<file path="src/hdl/clpbs_pkg.sv">
`default_nettype none

package clpbs_pkg;

    localparam int COUNT_WIDTH_DEF = 16;
    localparam int QUEUE_DEPTH_DEF = 4;

    localparam int IN_W  = 24;
    localparam int OUT_W = 24;

    localparam logic [15:0] SETUP_RST  = 16'd120;
    localparam logic [15:0] ENABLE_RST = 16'd80;
    localparam logic [15:0] HOLD_RST   = 16'd20;
    localparam logic [15:0] CYCLE_RST  = 16'd400;

    localparam logic [3:0] CMD_NONE = 4'd0;
    localparam logic [3:0] CMD_BUSY = 4'd9;
    localparam logic [3:0] CMD_WRAM = 4'd10;
    localparam logic [3:0] CMD_RRAM = 4'd11;

    localparam int BUSY_BIT = 7;

    localparam logic [1:0] REG_SETUP  = 2'd0;
    localparam logic [1:0] REG_ENABLE = 2'd1;
    localparam logic [1:0] REG_HOLD   = 2'd2;
    localparam logic [1:0] REG_CYCLE  = 2'd3;

    // result item bit positions
    localparam int OUT_RS   = 0;
    localparam int OUT_RW   = 1;
    localparam int OUT_EN   = 2;
    localparam int OUT_BUSY = 12;
    localparam int OUT_DONE = 13;
    localparam int OUT_RVAL = 14;

    typedef struct packed {
        logic       req;
        logic       poll;
        logic       rd;
        logic       ram;
        logic [7:0] drive_byte;
        logic [7:0] bus_in;
    } item_t;

    typedef struct packed {
        logic [15:0] setup;
        logic [15:0] enable;
        logic [15:0] hold;
        logic [15:0] cycle;
    } cfg_t;

endpackage

`default_nettype wire

</file>
<file path="src/hdl/clpbs_front.sv">
`default_nettype none

module clpbs_front
(
    input  wire logic                          s_axis_tvalid,
    output logic                               s_axis_tready,
    input  wire logic [clpbs_pkg::IN_W-1:0]    s_axis_tdata,
    input  wire logic                          q_full,
    output logic                               q_push,
    output clpbs_pkg::item_t                   q_item
);

    logic [3:0] cmd;
    logic [7:0] data;
    logic [2:0] shift_amt;
    logic [7:0] instr_byte;

    assign cmd  = s_axis_tdata[3:0];
    assign data = s_axis_tdata[11:4];

    assign s_axis_tready = !q_full;
    assign q_push        = s_axis_tvalid && !q_full;

    assign shift_amt  = 3'(cmd - 4'd1);
    assign instr_byte = (8'd1 << shift_amt) | data;

    always_comb
    begin
        q_item.req        = (cmd != clpbs_pkg::CMD_NONE) && (cmd <= clpbs_pkg::CMD_RRAM);
        q_item.poll       = (cmd != clpbs_pkg::CMD_BUSY);
        q_item.rd         = (cmd == clpbs_pkg::CMD_BUSY) || (cmd == clpbs_pkg::CMD_RRAM);
        q_item.ram        = (cmd == clpbs_pkg::CMD_WRAM) || (cmd == clpbs_pkg::CMD_RRAM);
        q_item.drive_byte = (cmd == clpbs_pkg::CMD_WRAM) ? data : instr_byte;
        q_item.bus_in     = s_axis_tdata[19:12];
    end

endmodule

`default_nettype wire

</file>
<file path="src/hdl/clpbs_queue.sv">
`default_nettype none

module clpbs_queue
#(
    parameter int DEPTH = clpbs_pkg::QUEUE_DEPTH_DEF
)
(
    input  wire logic              clk,
    input  wire logic              rst_n,
    input  wire logic              push,
    input  wire clpbs_pkg::item_t  push_item,
    output logic                   full,
    input  wire logic              pop,
    output logic                   head_valid,
    output clpbs_pkg::item_t       head_item
);

    localparam int PTR_W = (DEPTH > 1) ? $clog2(DEPTH) : 1;
    localparam int CNT_W = $clog2(DEPTH + 1);

    clpbs_pkg::item_t entry_reg [DEPTH];
    logic [PTR_W-1:0] wr_ptr_reg, wr_ptr_next;
    logic [PTR_W-1:0] rd_ptr_reg, rd_ptr_next;
    logic [CNT_W-1:0] count_reg, count_next;

    assign full       = (count_reg == CNT_W'(DEPTH));
    assign head_valid = (count_reg != '0);
    assign head_item  = entry_reg[rd_ptr_reg];

    always_comb
    begin
        wr_ptr_next = wr_ptr_reg;
        rd_ptr_next = rd_ptr_reg;
        count_next  = count_reg;
        if (push)
        begin
            wr_ptr_next = (wr_ptr_reg == PTR_W'(DEPTH - 1)) ? '0 : wr_ptr_reg + PTR_W'(1);
        end
        if (pop)
        begin
            rd_ptr_next = (rd_ptr_reg == PTR_W'(DEPTH - 1)) ? '0 : rd_ptr_reg + PTR_W'(1);
        end
        if (push && !pop)
        begin
            count_next = count_reg + CNT_W'(1);
        end
        else if (pop && !push)
        begin
            count_next = count_reg - CNT_W'(1);
        end
    end

    always_ff @(posedge clk or negedge rst_n)
    begin
        if (!rst_n)
        begin
            wr_ptr_reg <= '0;
            rd_ptr_reg <= '0;
            count_reg  <= '0;
        end
        else
        begin
            wr_ptr_reg <= wr_ptr_next;
            rd_ptr_reg <= rd_ptr_next;
            count_reg  <= count_next;
        end
    end

    always_ff @(posedge clk)
    begin
        if (push)
        begin
            entry_reg[wr_ptr_reg] <= push_item;
        end
    end

endmodule

`default_nettype wire

</file>
<file path="src/hdl/clpbs_back.sv">
`default_nettype none

module clpbs_back
#(
    parameter int COUNT_WIDTH = clpbs_pkg::COUNT_WIDTH_DEF
)
(
    input  wire logic                          clk,
    input  wire logic                          rst_n,
    input  wire clpbs_pkg::cfg_t               cfg,
    input  wire logic                          head_valid,
    input  wire clpbs_pkg::item_t              head_item,
    output logic                               pop,
    output logic                               m_axis_tvalid,
    input  wire logic                          m_axis_tready,
    output logic [clpbs_pkg::OUT_W-1:0]        m_axis_tdata
);

    localparam int CMP_W = (COUNT_WIDTH > 16) ? COUNT_WIDTH : 16;

    typedef enum logic [4:0] {
        PH_IDLE   = 5'b00001,
        PH_SETUP  = 5'b00010,
        PH_ENABLE = 5'b00100,
        PH_HOLD   = 5'b01000,
        PH_CYCLE  = 5'b10000
    } phase_t;

    phase_t                 phase_reg, phase_next;
    logic [COUNT_WIDTH-1:0] tick_reg, tick_next;
    logic                   held_rw_reg, held_rw_next;
    logic                   held_rs_reg, held_rs_next;
    logic [7:0]             held_drive_reg, held_drive_next;
    logic                   polling_reg, polling_next;
    logic [7:0]             captured_reg, captured_next;
    logic                   dir_reg, dir_next;
    logic [7:0]             driven_reg, driven_next;
    logic                   m_tvalid_reg, m_tvalid_next;
    logic [clpbs_pkg::OUT_W-1:0] m_tdata_reg, m_tdata_next;

    logic [15:0]            limit;
    logic                   over;
    logic                   done;
    logic [7:0]             rval;
    logic                   rs, rw;

    assign pop           = head_valid && (!m_tvalid_reg || m_axis_tready);
    assign m_axis_tvalid = m_tvalid_reg;
    assign m_axis_tdata  = m_tdata_reg;

    always_comb
    begin
        case (phase_reg)
            PH_SETUP:  limit = cfg.setup;
            PH_ENABLE: limit = cfg.enable;
            PH_HOLD:   limit = cfg.hold;
            PH_CYCLE:  limit = cfg.cycle;
            default:   limit = '0;
        endcase
    end

    assign over = (CMP_W'(tick_reg) >= CMP_W'(limit)) || (tick_reg == {COUNT_WIDTH{1'b1}});

    always_comb
    begin
        phase_next      = phase_reg;
        tick_next       = over ? '0 : tick_reg + COUNT_WIDTH'(1);
        held_rw_next    = held_rw_reg;
        held_rs_next    = held_rs_reg;
        held_drive_next = held_drive_reg;
        polling_next    = polling_reg;
        captured_next   = captured_reg;
        dir_next        = dir_reg;
        driven_next     = driven_reg;
        done            = 1'b0;
        rval            = '0;
        case (phase_reg)
            PH_IDLE:
            begin
                tick_next = tick_reg;
                if (head_item.req)
                begin
                    held_rw_next    = head_item.rd;
                    held_rs_next    = head_item.ram;
                    held_drive_next = head_item.drive_byte;
                    polling_next    = head_item.poll;
                    tick_next       = '0;
                    phase_next      = PH_SETUP;
                end
            end
            PH_SETUP:
            begin
                if (over)
                begin
                    if (polling_reg || held_rw_reg)
                    begin
                        captured_next = head_item.bus_in;
                        dir_next      = 1'b0;
                    end
                    else
                    begin
                        driven_next = held_drive_reg;
                        dir_next    = 1'b1;
                    end
                    phase_next = PH_ENABLE;
                end
            end
            PH_ENABLE:
            begin
                if (over)
                begin
                    phase_next = PH_HOLD;
                end
            end
            PH_HOLD:
            begin
                if (over)
                begin
                    driven_next = '0;
                    phase_next  = PH_CYCLE;
                end
            end
            PH_CYCLE:
            begin
                if (over)
                begin
                    if (polling_reg)
                    begin
                        if (!captured_reg[clpbs_pkg::BUSY_BIT])
                        begin
                            polling_next = 1'b0;
                        end
                        phase_next = PH_SETUP;
                    end
                    else
                    begin
                        done       = 1'b1;
                        rval       = held_rw_reg ? captured_reg : 8'd0;
                        phase_next = PH_IDLE;
                    end
                end
            end
            default:
            begin
                phase_next = PH_IDLE;
                tick_next  = '0;
            end
        endcase
    end

    assign rs = polling_next ? 1'b0 : held_rs_next;
    assign rw = polling_next ? 1'b1 : held_rw_next;

    always_comb
    begin
        m_tdata_next  = {2'b00, rval, done, (phase_next != PH_IDLE), dir_next, driven_next,
                         (phase_next == PH_ENABLE), rw, rs};
        m_tvalid_next = pop ? 1'b1 : (m_axis_tready ? 1'b0 : m_tvalid_reg);
    end

    always_ff @(posedge clk or negedge rst_n)
    begin
        if (!rst_n)
        begin
            phase_reg      <= PH_IDLE;
            tick_reg       <= '0;
            held_rw_reg    <= 1'b0;
            held_rs_reg    <= 1'b0;
            held_drive_reg <= '0;
            polling_reg    <= 1'b0;
            captured_reg   <= '0;
            dir_reg        <= 1'b1;
            driven_reg     <= '0;
            m_tvalid_reg   <= 1'b0;
        end
        else
        begin
            m_tvalid_reg <= m_tvalid_next;
            if (pop)
            begin
                phase_reg      <= phase_next;
                tick_reg       <= tick_next;
                held_rw_reg    <= held_rw_next;
                held_rs_reg    <= held_rs_next;
                held_drive_reg <= held_drive_next;
                polling_reg    <= polling_next;
                captured_reg   <= captured_next;
                dir_reg        <= dir_next;
                driven_reg     <= driven_next;
            end
        end
    end

    always_ff @(posedge clk)
    begin
        if (pop)
        begin
            m_tdata_reg <= m_tdata_next;
        end
    end

endmodule

`default_nettype wire

</file>
<file path="src/hdl/char_lcd_parallel_bus_sequencer.sv">
`default_nettype none

// channel   dir   handshake                   payload
// s_axis    in    s_axis_tvalid/tready        cmd, data, bus_in (one clock tick of the lcd bus)
// m_axis    out   m_axis_tvalid/tready        pin state, busy, done, read value for that tick
// apb       in    psel/penable/pready         setup, enable, hold, cycle tick counts
//
// one item in, one item out; an item is taken every cycle unless the queue is full
// the sequencer state advances once per item, one tick per unstalled cycle, no internal waits
// a four-entry queue sits between decode and sequencer; the result register is
// reloaded while the previous result is taken, so m_axis stalls hold sequencer and queue
// rst_n async active low: bus idle, pins driven, data latch zero, counts at defaults

module char_lcd_parallel_bus_sequencer
#(
    parameter int COUNT_WIDTH = clpbs_pkg::COUNT_WIDTH_DEF,
    parameter int QUEUE_DEPTH = clpbs_pkg::QUEUE_DEPTH_DEF
)
(
    input  wire logic                          clk,
    input  wire logic                          rst_n,
    input  wire logic                          s_axis_tvalid,
    output logic                               s_axis_tready,
    // cmd[3:0], data[11:4], bus_in[19:12], zero fill
    input  wire logic [clpbs_pkg::IN_W-1:0]    s_axis_tdata,
    output logic                               m_axis_tvalid,
    input  wire logic                          m_axis_tready,
    // reg_select[0], read_not_write[1], enable[2], bus_out[10:3], bus_drive[11],
    // busy_res[12], done_res[13], read_value[21:14], zero fill
    output logic [clpbs_pkg::OUT_W-1:0]        m_axis_tdata,
    input  wire logic                          psel,
    input  wire logic                          penable,
    input  wire logic                          pwrite,
    input  wire logic [3:0]                    paddr,
    input  wire logic [31:0]                   pwdata,
    output logic [31:0]                        prdata,
    output logic                               pready
);

    clpbs_pkg::cfg_t  cfg_reg, cfg_next;
    clpbs_pkg::item_t q_in_item, q_head_item;
    logic             q_full, q_push, q_pop, q_valid;
    logic             cfg_wr;

    assign pready = 1'b1;
    assign cfg_wr = psel && penable && pwrite && pready;

    always_comb
    begin
        cfg_next = cfg_reg;
        if (cfg_wr)
        begin
            case (paddr[3:2])
                clpbs_pkg::REG_SETUP:  cfg_next.setup  = pwdata[15:0];
                clpbs_pkg::REG_ENABLE: cfg_next.enable = pwdata[15:0];
                clpbs_pkg::REG_HOLD:   cfg_next.hold   = pwdata[15:0];
                clpbs_pkg::REG_CYCLE:  cfg_next.cycle  = pwdata[15:0];
                default:               cfg_next = cfg_reg;
            endcase
        end
    end

    always_comb
    begin
        case (paddr[3:2])
            clpbs_pkg::REG_SETUP:  prdata = {16'd0, cfg_reg.setup};
            clpbs_pkg::REG_ENABLE: prdata = {16'd0, cfg_reg.enable};
            clpbs_pkg::REG_HOLD:   prdata = {16'd0, cfg_reg.hold};
            clpbs_pkg::REG_CYCLE:  prdata = {16'd0, cfg_reg.cycle};
            default:               prdata = '0;
        endcase
    end

    always_ff @(posedge clk or negedge rst_n)
    begin
        if (!rst_n)
        begin
            cfg_reg.setup  <= clpbs_pkg::SETUP_RST;
            cfg_reg.enable <= clpbs_pkg::ENABLE_RST;
            cfg_reg.hold   <= clpbs_pkg::HOLD_RST;
            cfg_reg.cycle  <= clpbs_pkg::CYCLE_RST;
        end
        else
        begin
            cfg_reg <= cfg_next;
        end
    end

    clpbs_front u_front
    (
        .s_axis_tvalid (s_axis_tvalid),
        .s_axis_tready (s_axis_tready),
        .s_axis_tdata  (s_axis_tdata),
        .q_full        (q_full),
        .q_push        (q_push),
        .q_item        (q_in_item)
    );

    clpbs_queue
    #(
        .DEPTH (QUEUE_DEPTH)
    )
    u_queue
    (
        .clk        (clk),
        .rst_n      (rst_n),
        .push       (q_push),
        .push_item  (q_in_item),
        .full       (q_full),
        .pop        (q_pop),
        .head_valid (q_valid),
        .head_item  (q_head_item)
    );

    clpbs_back
    #(
        .COUNT_WIDTH (COUNT_WIDTH)
    )
    u_back
    (
        .clk           (clk),
        .rst_n         (rst_n),
        .cfg           (cfg_reg),
        .head_valid    (q_valid),
        .head_item     (q_head_item),
        .pop           (q_pop),
        .m_axis_tvalid (m_axis_tvalid),
        .m_axis_tready (m_axis_tready),
        .m_axis_tdata  (m_axis_tdata)
    );

    a_pop_nonempty: assert property (@(posedge clk) disable iff (!rst_n)
        q_pop |-> q_valid)
        else $error("queue popped while empty");

    a_done_idle: assert property (@(posedge clk) disable iff (!rst_n)
        m_axis_tvalid && m_axis_tdata[clpbs_pkg::OUT_DONE]
        |-> !m_axis_tdata[clpbs_pkg::OUT_BUSY] && !m_axis_tdata[clpbs_pkg::OUT_EN])
        else $error("done while bus cycle still running");

    a_enable_busy: assert property (@(posedge clk) disable iff (!rst_n)
        m_axis_tvalid && m_axis_tdata[clpbs_pkg::OUT_EN] |-> m_axis_tdata[clpbs_pkg::OUT_BUSY])
        else $error("enable high outside a request");

    a_rval_done: assert property (@(posedge clk) disable iff (!rst_n)
        m_axis_tvalid && !m_axis_tdata[clpbs_pkg::OUT_DONE]
        |-> m_axis_tdata[clpbs_pkg::OUT_RVAL+7:clpbs_pkg::OUT_RVAL] == 8'd0)
        else $error("read value without done");

endmodule

`default_nettype wire
</file>
<file path="config.mk">
export PLATFORM = sky130hd
export DESIGN_NAME = char_lcd_parallel_bus_sequencer
export DESIGN_NICKNAME = d
export VERILOG_FILES = /design/src/hdl/clpbs_pkg.sv /design/src/hdl/clpbs_front.sv /design/src/hdl/clpbs_queue.sv /design/src/hdl/clpbs_back.sv /design/src/hdl/char_lcd_parallel_bus_sequencer.sv
export SDC_FILE = /design/constraint.sdc
export NUM_CORES = 1
export LEC_CHECK = 0
export BUFFER_PORTS_ARGS = -buffer_cell sky130_fd_sc_hd__buf_2
export CAP_MARGIN = 30
export CORE_ASPECT_RATIO = 2
export CORE_MARGIN = 4
export CORE_UTILIZATION = 53
export DETAILED_ROUTE_END_ITERATION = 10
export PLACE_DENSITY = 0.77
export SYNTH_ARGS = -nofsm -noshare
export SYNTH_HDL_FRONTEND = slang
export SYNTH_SLANG_ARGS = --single-unit
</file>
<file path="constraint.sdc">
create_clock -name clk -period 3.4 [get_ports clk]
set_input_delay 0.17 -clock clk [delete_from_list [all_inputs] [get_ports clk]]
set_output_delay 0.17 -clock clk [all_outputs]
set_load 0.005 [all_outputs]
</file>
==> out/metrics.csv, run 1 <==
stage,metric,value,unit
drt,first_pass_iters,5,
placed_design,place_inst,1051,
finish,layout-drive-gt1-share,44.2,%
global_routing,grt_pass1_vias,7312,
timing,worst-slew-pin-transition,974,ps
floorplanning,die_h,205,um
worst_setup_path,worstPathArrival,3970,ps
placed_design,hpwl,16600,um
drt,routed_via_density,5.86,
clock_network,clockRootBuffer,clkbuf_16,
yosys,synth_cell_types,57,
pwr,pwr-share-clk,23.1,%
global_routing,grt_usage,22.6,%
run_status,status,"finished, violations left",
pwr,p_leak,5.33,nW
finish,insertedDiodeCount,0,
yosys,yosys_warnings,0,
timing,max_freq,278,MHz
pwr,share_seq_of_total_power,42.6,%
placed_design,io_buffers,84,
timing,setup_ws,-196,ps
drt,drt-wirelength-per-cell,21.5,um
pwr,internal_power,0.00647,W
global_routing,grt_max_degree,73,
drt,drt-total-wl,24700,um
pwr,swShare,31.0,%
clock_network,clock-sinks,223,
timing,post-route-period-util,106,%
placed_design,place.gp.congestion,0.862,
pwr,power_frac_comb,34.2,%
clock_network,cts_inserted_buffers,20,
clock_network,cts_tree,built,
placed_design,place_area,11300,um^2
finish,largest_reg_flops,80,
worst_setup_path,crit_path_start,u_back.phase_reg[3],
clock_network,clockBufferDepth,3,
yosys,synth_seq_cells,223,
yosys,synth_area,10200,um^2
pwr,powerDensity,727,nW/um^2
drt,ant_nets,0,
timing,final_hold_viol_count,0,
clock_network,clk_pin_slew_worst_paths,70,ps
yosys,avgSynthCellArea,14.7,um^2
floorplanning,pin_count,126,
drt,drc,0,
job,drv_cap,0,
global_routing,grt_pass1_wl,38500,um
timing,slew_viol_final,0,
worst_setup_path,crit_fanout,8,
worst_setup_path,regToRegStartpoint,u_back.phase_reg[3],
worst_setup_path,startpoint_type,flip-flop,
yosys,synth_seq_area_share,59.6,%
pwr,finalPower,0.00938,W
clock_network,clock_latency,490,ps
clock_network,htreeDepth,1,
floorplanning,rows,71,
worst_setup_path,critical_path_class,flip-flop to flip-flop,
timing,finalHoldWorstSlack,29.5,ps
yosys,syn_inst,697,
worst_setup_path,critPathCaptureType,flip-flop,
timing,rsz0062_at_grt,true,
timing,fin_skew,16.7,ps
floorplanning,start_util,54.1,%
timing,fin_crit,3600,ps
pwr,ir_worst_vdd,0.616,mV
yosys,ys.flop_type,dfrtp_1,
finish,final_area,12900,um^2
worst_hold_path,min_from,s_axis_tdata[4],
yosys,synthArstFlopShare,54.3,%
finish,fin_cells,1151,
worst_hold_path,hold_class,input port to flip-flop,
drt,vias,6741,
finish,nFillCells,1254,
run_status,violations,negative setup slack,
global_routing,antenna_found_initial,0,
finish,syn2layout_area_growth,25.9,%
global_routing,gr-total-overflow,0,
floorplanning,die_area,21700,um^2
pwr,power.net_switching,0.00290,W
finish,fin_nets,973,
floorplanning,die_w,106,um
floorplanning,core,18900,um^2
timing,tns,-6160,ps
timing,final-setup-viol-count,53,
worst_setup_path,worst_ep_required_time,3770,ps
drt,drt_iter0_drc,274,
timing,relSlewSlack,34.8,%
yosys,synth_edf_count,102,
==> cell usage after synthesis (4+ instances only) <==
cell type  instances  share of area [%]
ha_1              23                2.8
dfstp_2           13                3.3
mux2_2            77                8.5
buf_4             19                1.4
nand4_1           12               0.73
o21ai_0           17               0.83
a22o_1            32                2.7
buf_1              4               0.15
edfxtp_1         102                 30
a21oi_1           12               0.59
a221oi_1          15                1.3
a31o_2             5               0.43
xor2_1             6               0.51
buf_2              9               0.44
nand2b_1           5               0.31
dfrtp_1          108                 26
nor2b_1            8               0.49
nand3_1            8               0.39
clkbuf_1          23               0.84
nor3_1            14               0.68
a32o_1             8               0.78
mux4_2            36                7.9
nor2_1            35                1.3
mux2_4             8                1.2
nand2_1           23               0.84
and3_1             8               0.49
inv_1             18               0.66
a21o_1             5               0.37
==> power groups by stage <==
stage / logic [W] / clock network, W / registers [W]
floorplan: 0.00170 / 0 / 0.00388
global placement: 0.00242 / 0 / 0.00396
detailed placement: 0.00262 / 0 / 0.00401
CTS: 0.00300 / 0.00221 / 0.00399
global route: 0.00344 / 0.00233 / 0.00406
finish: 0.00321 / 0.00217 / 0.00400
==> kinds of logic after synthesis <==
logic type	after synthesis	share of synthesized area [%]
adders and majority gates	24	3.01
other	2	0.0733
AOI/OAI and AO/OA	111	8.49
xor gates and xnor gates	7	0.599
DFF	223	59.6
and+or+nand+nor	132	6.76
muxes	124	17.8
buffers and inverters	74	3.59
==> worst max-delay path, cell delays in order (launching register included) <==
cell and delay (ps):
dfrtp_1 430, buf_6 140, nor4bb_4 330, buf_6 170, buf_12 120, buf_4 110
a22o_1 130, a221oi_1 50, ha_1 310, nand2_1 80, nor4_2 320, a32oi_2 180
and3_4 240, or4_4 540, mux2_4 330
==> area by class of cell <==
class	count	area, um^2	area share (%)
Clock buffer	25	561	4.35
Clock inverter	11	71.3	0.553
Inverter	18	67.6	0.524
Multi-Input combinational cell	417	4110	31.9
Sequential cell	223	6110	47.4
Tap cell	255	319	2.47
Timing Repair Buffer	202	1660	12.9
==> cells in the final DEF, fill, tap and decap left out, types with 6 or more instances in the layout <==
cell	n
a22o_1	32
dlygate4sd3_1	31
buf_4	54
conb_1	19
mux2_2	76
and3_1	7
a32o_1	8
nand3_1	8
buf_2	83
nor2_1	28
buf_6	20
edfxtp_1	102
buf_12	6
a221oi_1	6
inv_1	18
mux4_2	36
dfstp_2	13
nor2_2	7
nor2b_1	6
a221oi_2	8
o21ai_2	9
nand2_1	21
mux2_4	9
nor3_1	11
clkbuf_16	21
ha_1	23
dfrtp_1	107
xor2_1	6
nand4_1	12
a21oi_1	9
==> metal layers <==
metal | wire, um | global-route usage (%)
met5 | 0 | 0
met4 | 826 | 9.40
met3 | 856 | 2.78
met2 | 15000 | 46.0
met1 | 7990 | 22.1
==> path summary, 6_finish.rpt <==
| path | end | slack [ps] | depth (start not counted) |
|---|---|---|---|
| min reg2reg | u_back.driven_reg[5] | 500 | 1 |
| max | u_back.captured_reg[6] | -200 | 14 |
| max in group asynchronous | u_back.dir_reg | 2450 | 4 |
| min | u_queue.entry_reg[3][8] | 30 | 2 |
| max reg2reg | u_back.captured_reg[6] | -200 | 14 |
| min in group asynchronous | u_back.held_drive_reg[5] | 240 | 3 |
==> stage by stage <==
| step | worst slack (ps) | util [%] |
|---|---|---|
| after floorplan | -9.75 | - |
| after global placement | -215 | 59.0 |
| after detailed placement | -361 | 59.6 |
| after CTS | -132 | 66.9 |
| after global routing | -311 | 68.1 |
| final | -196 | 68.1 |
==> what timing repair did <==
action                                  in CTS  in global routing
endpoints found under the hold margin      182                  0
pin swaps                                   29                 33
buffers inserted                            26                 12
hold buffers                                31                  0
cloned                                       0                  1
resized for setup                           42                 52
endpoints found under the setup margin      54                 59
No activity file was read; power rests on OpenSTA's default activity.
==> run 2: changes to the inputs <==
- SKIP_LAST_GASP: unset -> 1
==> run 2 against run 1 <==
Effect of this change:
- the flow still finishes with violations (negative setup slack)
- utilization down 0.14 points
- final cell count increased by 0.17%
- non-clock buffer count up 2
- clock power is essentially flat
- critical path depth increased by 2
- die area is the same
- combinational power fell by 2%
- maximum frequency decreased by 0.50%
- global-route usage fell by 0.054 points
- register-to-register slack lost 20 ps
- count of clock-buffer cells in the layout unchanged
- hold slack is essentially flat
- critical path type unchanged
==> out/metrics.csv, run 2 (synthesis gave the netlist of run 1 again) <==
stage,metric,value,unit
run_status,status,"finished, violations left",
run_status,violations,negative setup slack,
placed_design,hpwl,16600,um
timing,final_hold_viol_count,0,
global_routing,antenna_found_initial,0,
placed_design,place_area,11300,um^2
timing,finalHoldWorstSlack,29.8,ps
global_routing,grt_pass1_wl,38400,um
pwr,powerDensity,723,nW/um^2
floorplanning,rows,71,
drt,drt_iter0_drc,316,
worst_hold_path,min_from,s_axis_tdata[4],
finish,final_area,12900,um^2
worst_setup_path,crit_fanout,13,
floorplanning,start_util,54.1,%
drt,drt-wirelength-per-cell,21.3,um
clock_network,htreeDepth,1,
worst_hold_path,hold_class,input port to flip-flop,
worst_setup_path,worstPathArrival,3980,ps
placed_design,place.gp.congestion,0.862,
finish,nFillCells,1259,
drt,ant_nets,0,
floorplanning,die_w,106,um
floorplanning,pin_count,126,
drt,routed_via_density,5.86,
timing,relSlewSlack,35.2,%
timing,worst-slew-pin-transition,968,ps
placed_design,io_buffers,84,
pwr,finalPower,0.00931,W
drt,first_pass_iters,7,
clock_network,clockBufferDepth,3,
worst_setup_path,critPathCaptureType,flip-flop,
timing,fin_skew,20.3,ps
worst_setup_path,critical_path_class,flip-flop to flip-flop,
floorplanning,core,18900,um^2
timing,post-route-period-util,106,%
finish,final_cell_mix,"dfrtp_1, edfxtp_1, buf_2",
worst_hold_path,hold_path_depth,2,
finish,final_common_cell,dfrtp_1,
floorplanning,die_h,205,um
clock_network,clk_pin_slew_worst_paths,70,ps
worst_setup_path,worst_ep_required_time,3770,ps
timing,final-setup-viol-count,50,
clock_network,clock_latency,500,ps
clock_network,cts_inserted_buffers,20,
pwr,ir_worst_vdd,0.604,mV
finish,multi_input_area,4080,um^2
worst_setup_path,regToRegStartpoint,u_back.phase_reg[4],
global_routing,grt_usage,22.5,%
floorplanning,die_area,21700,um^2
finish,fin_nets,975,
finish,layout-drive-gt1-share,43.7,%
pwr,p_leak,5.33,nW
timing,slew_viol_final,0,
global_routing,gr-total-overflow,0,
finish,largest_reg_flops,80,
worst_setup_path,reg2reg_slack,-210,ps
timing,setup_ws,-214,ps
worst_setup_path,reg2reg_depth,16,
job,drv_cap,0,
drt,drt-total-wl,24500,um
clock_network,cts_tree,built,
timing,max_freq,277,MHz
timing,fin_crit,3610,ps
clock_network,clock-sinks,223,
worst_setup_path,timing.rr.end,u_back.driven_reg[1],
global_routing,grt_max_degree,73,
finish,regArea,6110,um^2
global_routing,grt_pass1_vias,7297,
finish,syn2layout_area_growth,25.6,%
worst_setup_path,startpoint_type,flip-flop,
timing,rsz0062_at_grt,true,
finish,insertedDiodeCount,0,
clock_network,clockRootBuffer,clkbuf_16,
drt,vias,6753,
worst_hold_path,hold-path-endpoint,u_queue.entry_reg[3][8],
drt,drc,0,
[run 2: cell count changes in the layout (fill, tap and decap cells not counted), sizes merged]
cell / change
buf: +2
[run 2: worst max-delay path, stage by stage, from the launching register on]
cell and delay (ps):
dfrtp_2 440, or3_4 440, nor2b_4 150, buf_8 160, buf_6 130, a22oi_2 70
nand2_1 90, ha_1 230, nand2b_4 130, a2111o_1 380, a32oi_2 260, and3_4 260
buf_6 130, nor4_4 50, buf_12 160, buf_4 140, a32o_1 250
[run 2: report_power, final]
group          switching [W]  internal [W]  leakage, nW  total, W
logic                0.00146       0.00168         2.56   0.00314
registers           0.000432       0.00356         2.45   0.00399
clock network       0.000985       0.00119        0.317   0.00217
total                0.00287       0.00643         5.33   0.00931
[run 2: layout make-up]
cell class                 instances  share of cell area [%]
clock inverter                    11                   0.554
clock buffer                      25                    4.36
sequential                       223                    47.5
tap                              255                    2.48
timing repair buffer             204                    12.9
multi-input combinational        417                    31.7
inverter                          18                   0.525
[run 2: worst max path at each step]
stage / startpoint / to / cells after the start
2_1_floorplan: u_back.phase_reg[4] / u_back.m_axis_tdata[10] / 15
3_3_place_gp: u_back.phase_reg[4] / u_back.captured_reg[4] / 14
3_5_place_dp: u_back.phase_reg[4] / u_back.driven_reg[4] / 15
6_report: u_back.phase_reg[4] / u_back.driven_reg[1] / 16
4_1_cts: u_back.phase_reg[3] / u_back.driven_reg[1] / 16
5_1_grt: u_back.phase_reg[3] / u_back.m_axis_tdata[20] / 14
[run 2: metrics by stage]
step                      TNS, ps  utilization [%]  worst slack [ps]  std cells
after floorplan             -78.0                -             -9.75        714
final                       -6270             68.0              -214       1153
after global routing       -12300             68.0              -334       1153
after detailed placement   -11840             59.6              -361       1051
after global placement      -5660             59.0              -215       1047
after CTS                   -3790             66.8              -149       1142
[run 2: per-layer routing]
layer	GRT usage, %	vias up	wire, um	share of wire (%)
met2	45.8	202	14900	61
met4	9.54	0	871	3.5
met1	22.1	3455	7850	32
li1	-	3027	-	-
met3	2.74	69	959	3.9
met5	0	-	0	0
[run 2: repair_timing]
item,in CTS,in global routing
endpoints found under the setup margin,54,59
pin swaps,13,33
hold buffers,31,0
endpoints found under the hold margin,182,0
resized for setup,39,46
cloned,0,1
setup buffers,26,13
==> run 3: changes to the inputs <==
- clock period: 3.4 -> 3 ns (I/O delays scaled with it)
==> run 3 against run 2 <==
Effect of this change:
- the run still ends with negative setup slack left
- via count up 0.73%
- non-clock buffer count down 14
- hold slack better by 9.2 ps
- critical path depth down 3
- sequential cell count unchanged
- global-route usage up 0.057 points
- sequential share of layout area up 0.71 points
- critical path type unchanged
- total power up 14%
- wire length down 1.3%
==> out/metrics.csv, run 3 (synthesis gave the netlist of run 1 again) <==
stage,metric,value,unit
run_status,status,"finished, violations left",
run_status,violations,negative setup slack,
worst_hold_path,hold_class,input port to flip-flop,
pwr,power_frac_comb,32.6,%
placed_design,place_ws,-658,ps
pwr,powerDensity,836,nW/um^2
worst_setup_path,critPathCaptureType,flip-flop,
finish,largest_reg_flops,80,
clock_network,clock_latency,500,ps
placed_design,place.gp.congestion,0.866,
global_routing,antenna_found_initial,0,
timing,worst-slew-pin-transition,892,ps
clock_network,htreeDepth,1,
placed_design,io_buffers,84,
pwr,internal_power,0.00739,W
drt,vias,6802,
timing,tns,-25090,ps
clock_network,clk_pin_slew_worst_paths,70,ps
drt,drt-wirelength-per-cell,21.3,um
timing,rsz0062_at_grt,true,
floorplanning,start_util,54.1,%
drt,first_pass_iters,5,
pwr,pwr-share-clk,24.8,%
global_routing,grt_max_degree,68,
pwr,ir_worst_vdd,0.730,mV
drt,drt-total-wl,24200,um
timing,post-route-period-util,119,%
timing,max_freq,280,MHz
clock_network,cts_tree,built,
floorplanning,pin_count,126,
worst_setup_path,worst_ep_required_time,3380,ps
floorplanning,die_area,21700,um^2
drt,routed_via_density,5.97,
pwr,swShare,30.3,%
pwr,power.net_switching,0.00321,W
floorplanning,rows,71,
worst_setup_path,crit_fanout,8,
timing,final-setup-viol-count,61,
clock_network,clock-sinks,223,
global_routing,gr-total-overflow,0,
clock_network,clockRootBuffer,clkbuf_16,
timing,fin_skew,11.0,ps
pwr,share_seq_of_total_power,42.6,%
finish,final_common_cell,dfrtp_1,
drt,ant_nets,0,
timing,setup_ws,-570,ps
timing,fin_crit,3570,ps
clock_network,cts_inserted_buffers,20,
finish,final_cell_mix,"dfrtp_1, edfxtp_1, buf_2",
finish,layout-drive-gt1-share,42.3,%
worst_setup_path,startpoint_type,flip-flop,
timing,relSlewSlack,40.5,%
clock_network,clockBufferDepth,3,
timing,final_hold_viol_count,0,
drt,drc,0,
timing,slew_viol_final,0,
global_routing,grt_pass1_vias,7394,
floorplanning,die_h,205,um
drt,drt_iter0_drc,292,
floorplanning,core,18900,um^2
finish,insertedDiodeCount,0,
global_routing,grt_pass1_wl,38600,um
finish,fin_nets,961,
finish,syn2layout_area_growth,23.8,%
pwr,finalPower,0.0106,W
floorplanning,die_w,106,um
worst_setup_path,critical_path_class,flip-flop to flip-flop,
global_routing,grt_usage,22.6,%
placed_design,hpwl,16700,um
worst_setup_path,worstPathArrival,3950,ps
job,drv_cap,0,
pwr,p_leak,5.20,nW
finish,nFillCells,1320,
## run 3: final timing paths
check | end | slack, ps | startpoint | cells after the start
max reg2reg | u_back.captured_reg[2] | -570 | u_back.phase_reg[2] | 13
min | u_queue.entry_reg[0][13] | 40 | s_axis_tdata[9] | 2
max | u_back.captured_reg[2] | -570 | u_back.phase_reg[2] | 13
min in group asynchronous | cfg_reg[17] | 250 | rst_n | 2
min reg2reg | u_back.driven_reg[3] | 500 | u_back.driven_reg[3] | 1
max in group asynchronous | u_back.phase_reg[0] | 1870 | rst_n | 3
## run 3: what timing repair did
item                                    4_1_cts  5_1_grt
resized for setup                            63       15
hold buffers                                 32        1
endpoints found under the hold margin       167        4
buffers inserted                             13        4
gates cloned                                  1        0
pin swaps                                    22       16
endpoints found under the setup margin       61       61
## run 3: area by class of cell
class                           instances  area, um^2  share of cell area (%)
Timing Repair Buffer                  190        1440                    11.3
Inverter                               18        67.6                   0.533
Sequential cell                       223        6110                    48.2
Multi-Input combinational cell        417        4070                    32.1
Clock inverter                         13         145                    1.14
Clock buffer                           23         533                    4.20
Tap cell                              255         319                    2.52
## run 3: through the flow
step | utilization (%) | hold slack (ps) | area [um^2] | instances
floorplan | - | -146 | 10400 | 714
global placement | 59.7 | 231 | 11300 | 1056
detailed placement | 59.7 | 250 | 11300 | 1056
CTS | 66.6 | 1.37 | 12600 | 1137
global route | 67.0 | 46.1 | 12700 | 1139
finish | 67.0 | 38.9 | 12700 | 1139
## run 3: power by group through the flow
stage | Clock (W) | Combinational (W) | Sequential (W)
4_1_cts | 0.00268 | 0.00339 | 0.00451
3_5_place_dp | 0 | 0.00293 | 0.00456
2_1_floorplan | 0 | 0.00199 | 0.00440
3_3_place_gp | 0 | 0.00279 | 0.00451
6_report | 0.00263 | 0.00346 | 0.00451
5_1_grt | 0.00282 | 0.00372 | 0.00458
## run 3: metal layers
layer  GRT usage [%]  share of wire, %
met5               0                 0
met4            10.3               4.9
met3            2.59               3.5
met2            46.1                60
met1            21.7                31
## run 3: worst max-delay path, cell delays in order, from the launching register on
cell	delay, ps
dfrtp_1	400
buf_4	150
nor2b_1	160
nor2b_4	140
buf_6	140
buf_6	120
a221oi_1	420
ha_1	220
nand2_1	80
nor4_2	320
a32oi_2	150
and3_4	220
or4_4	590
mux2_4	340
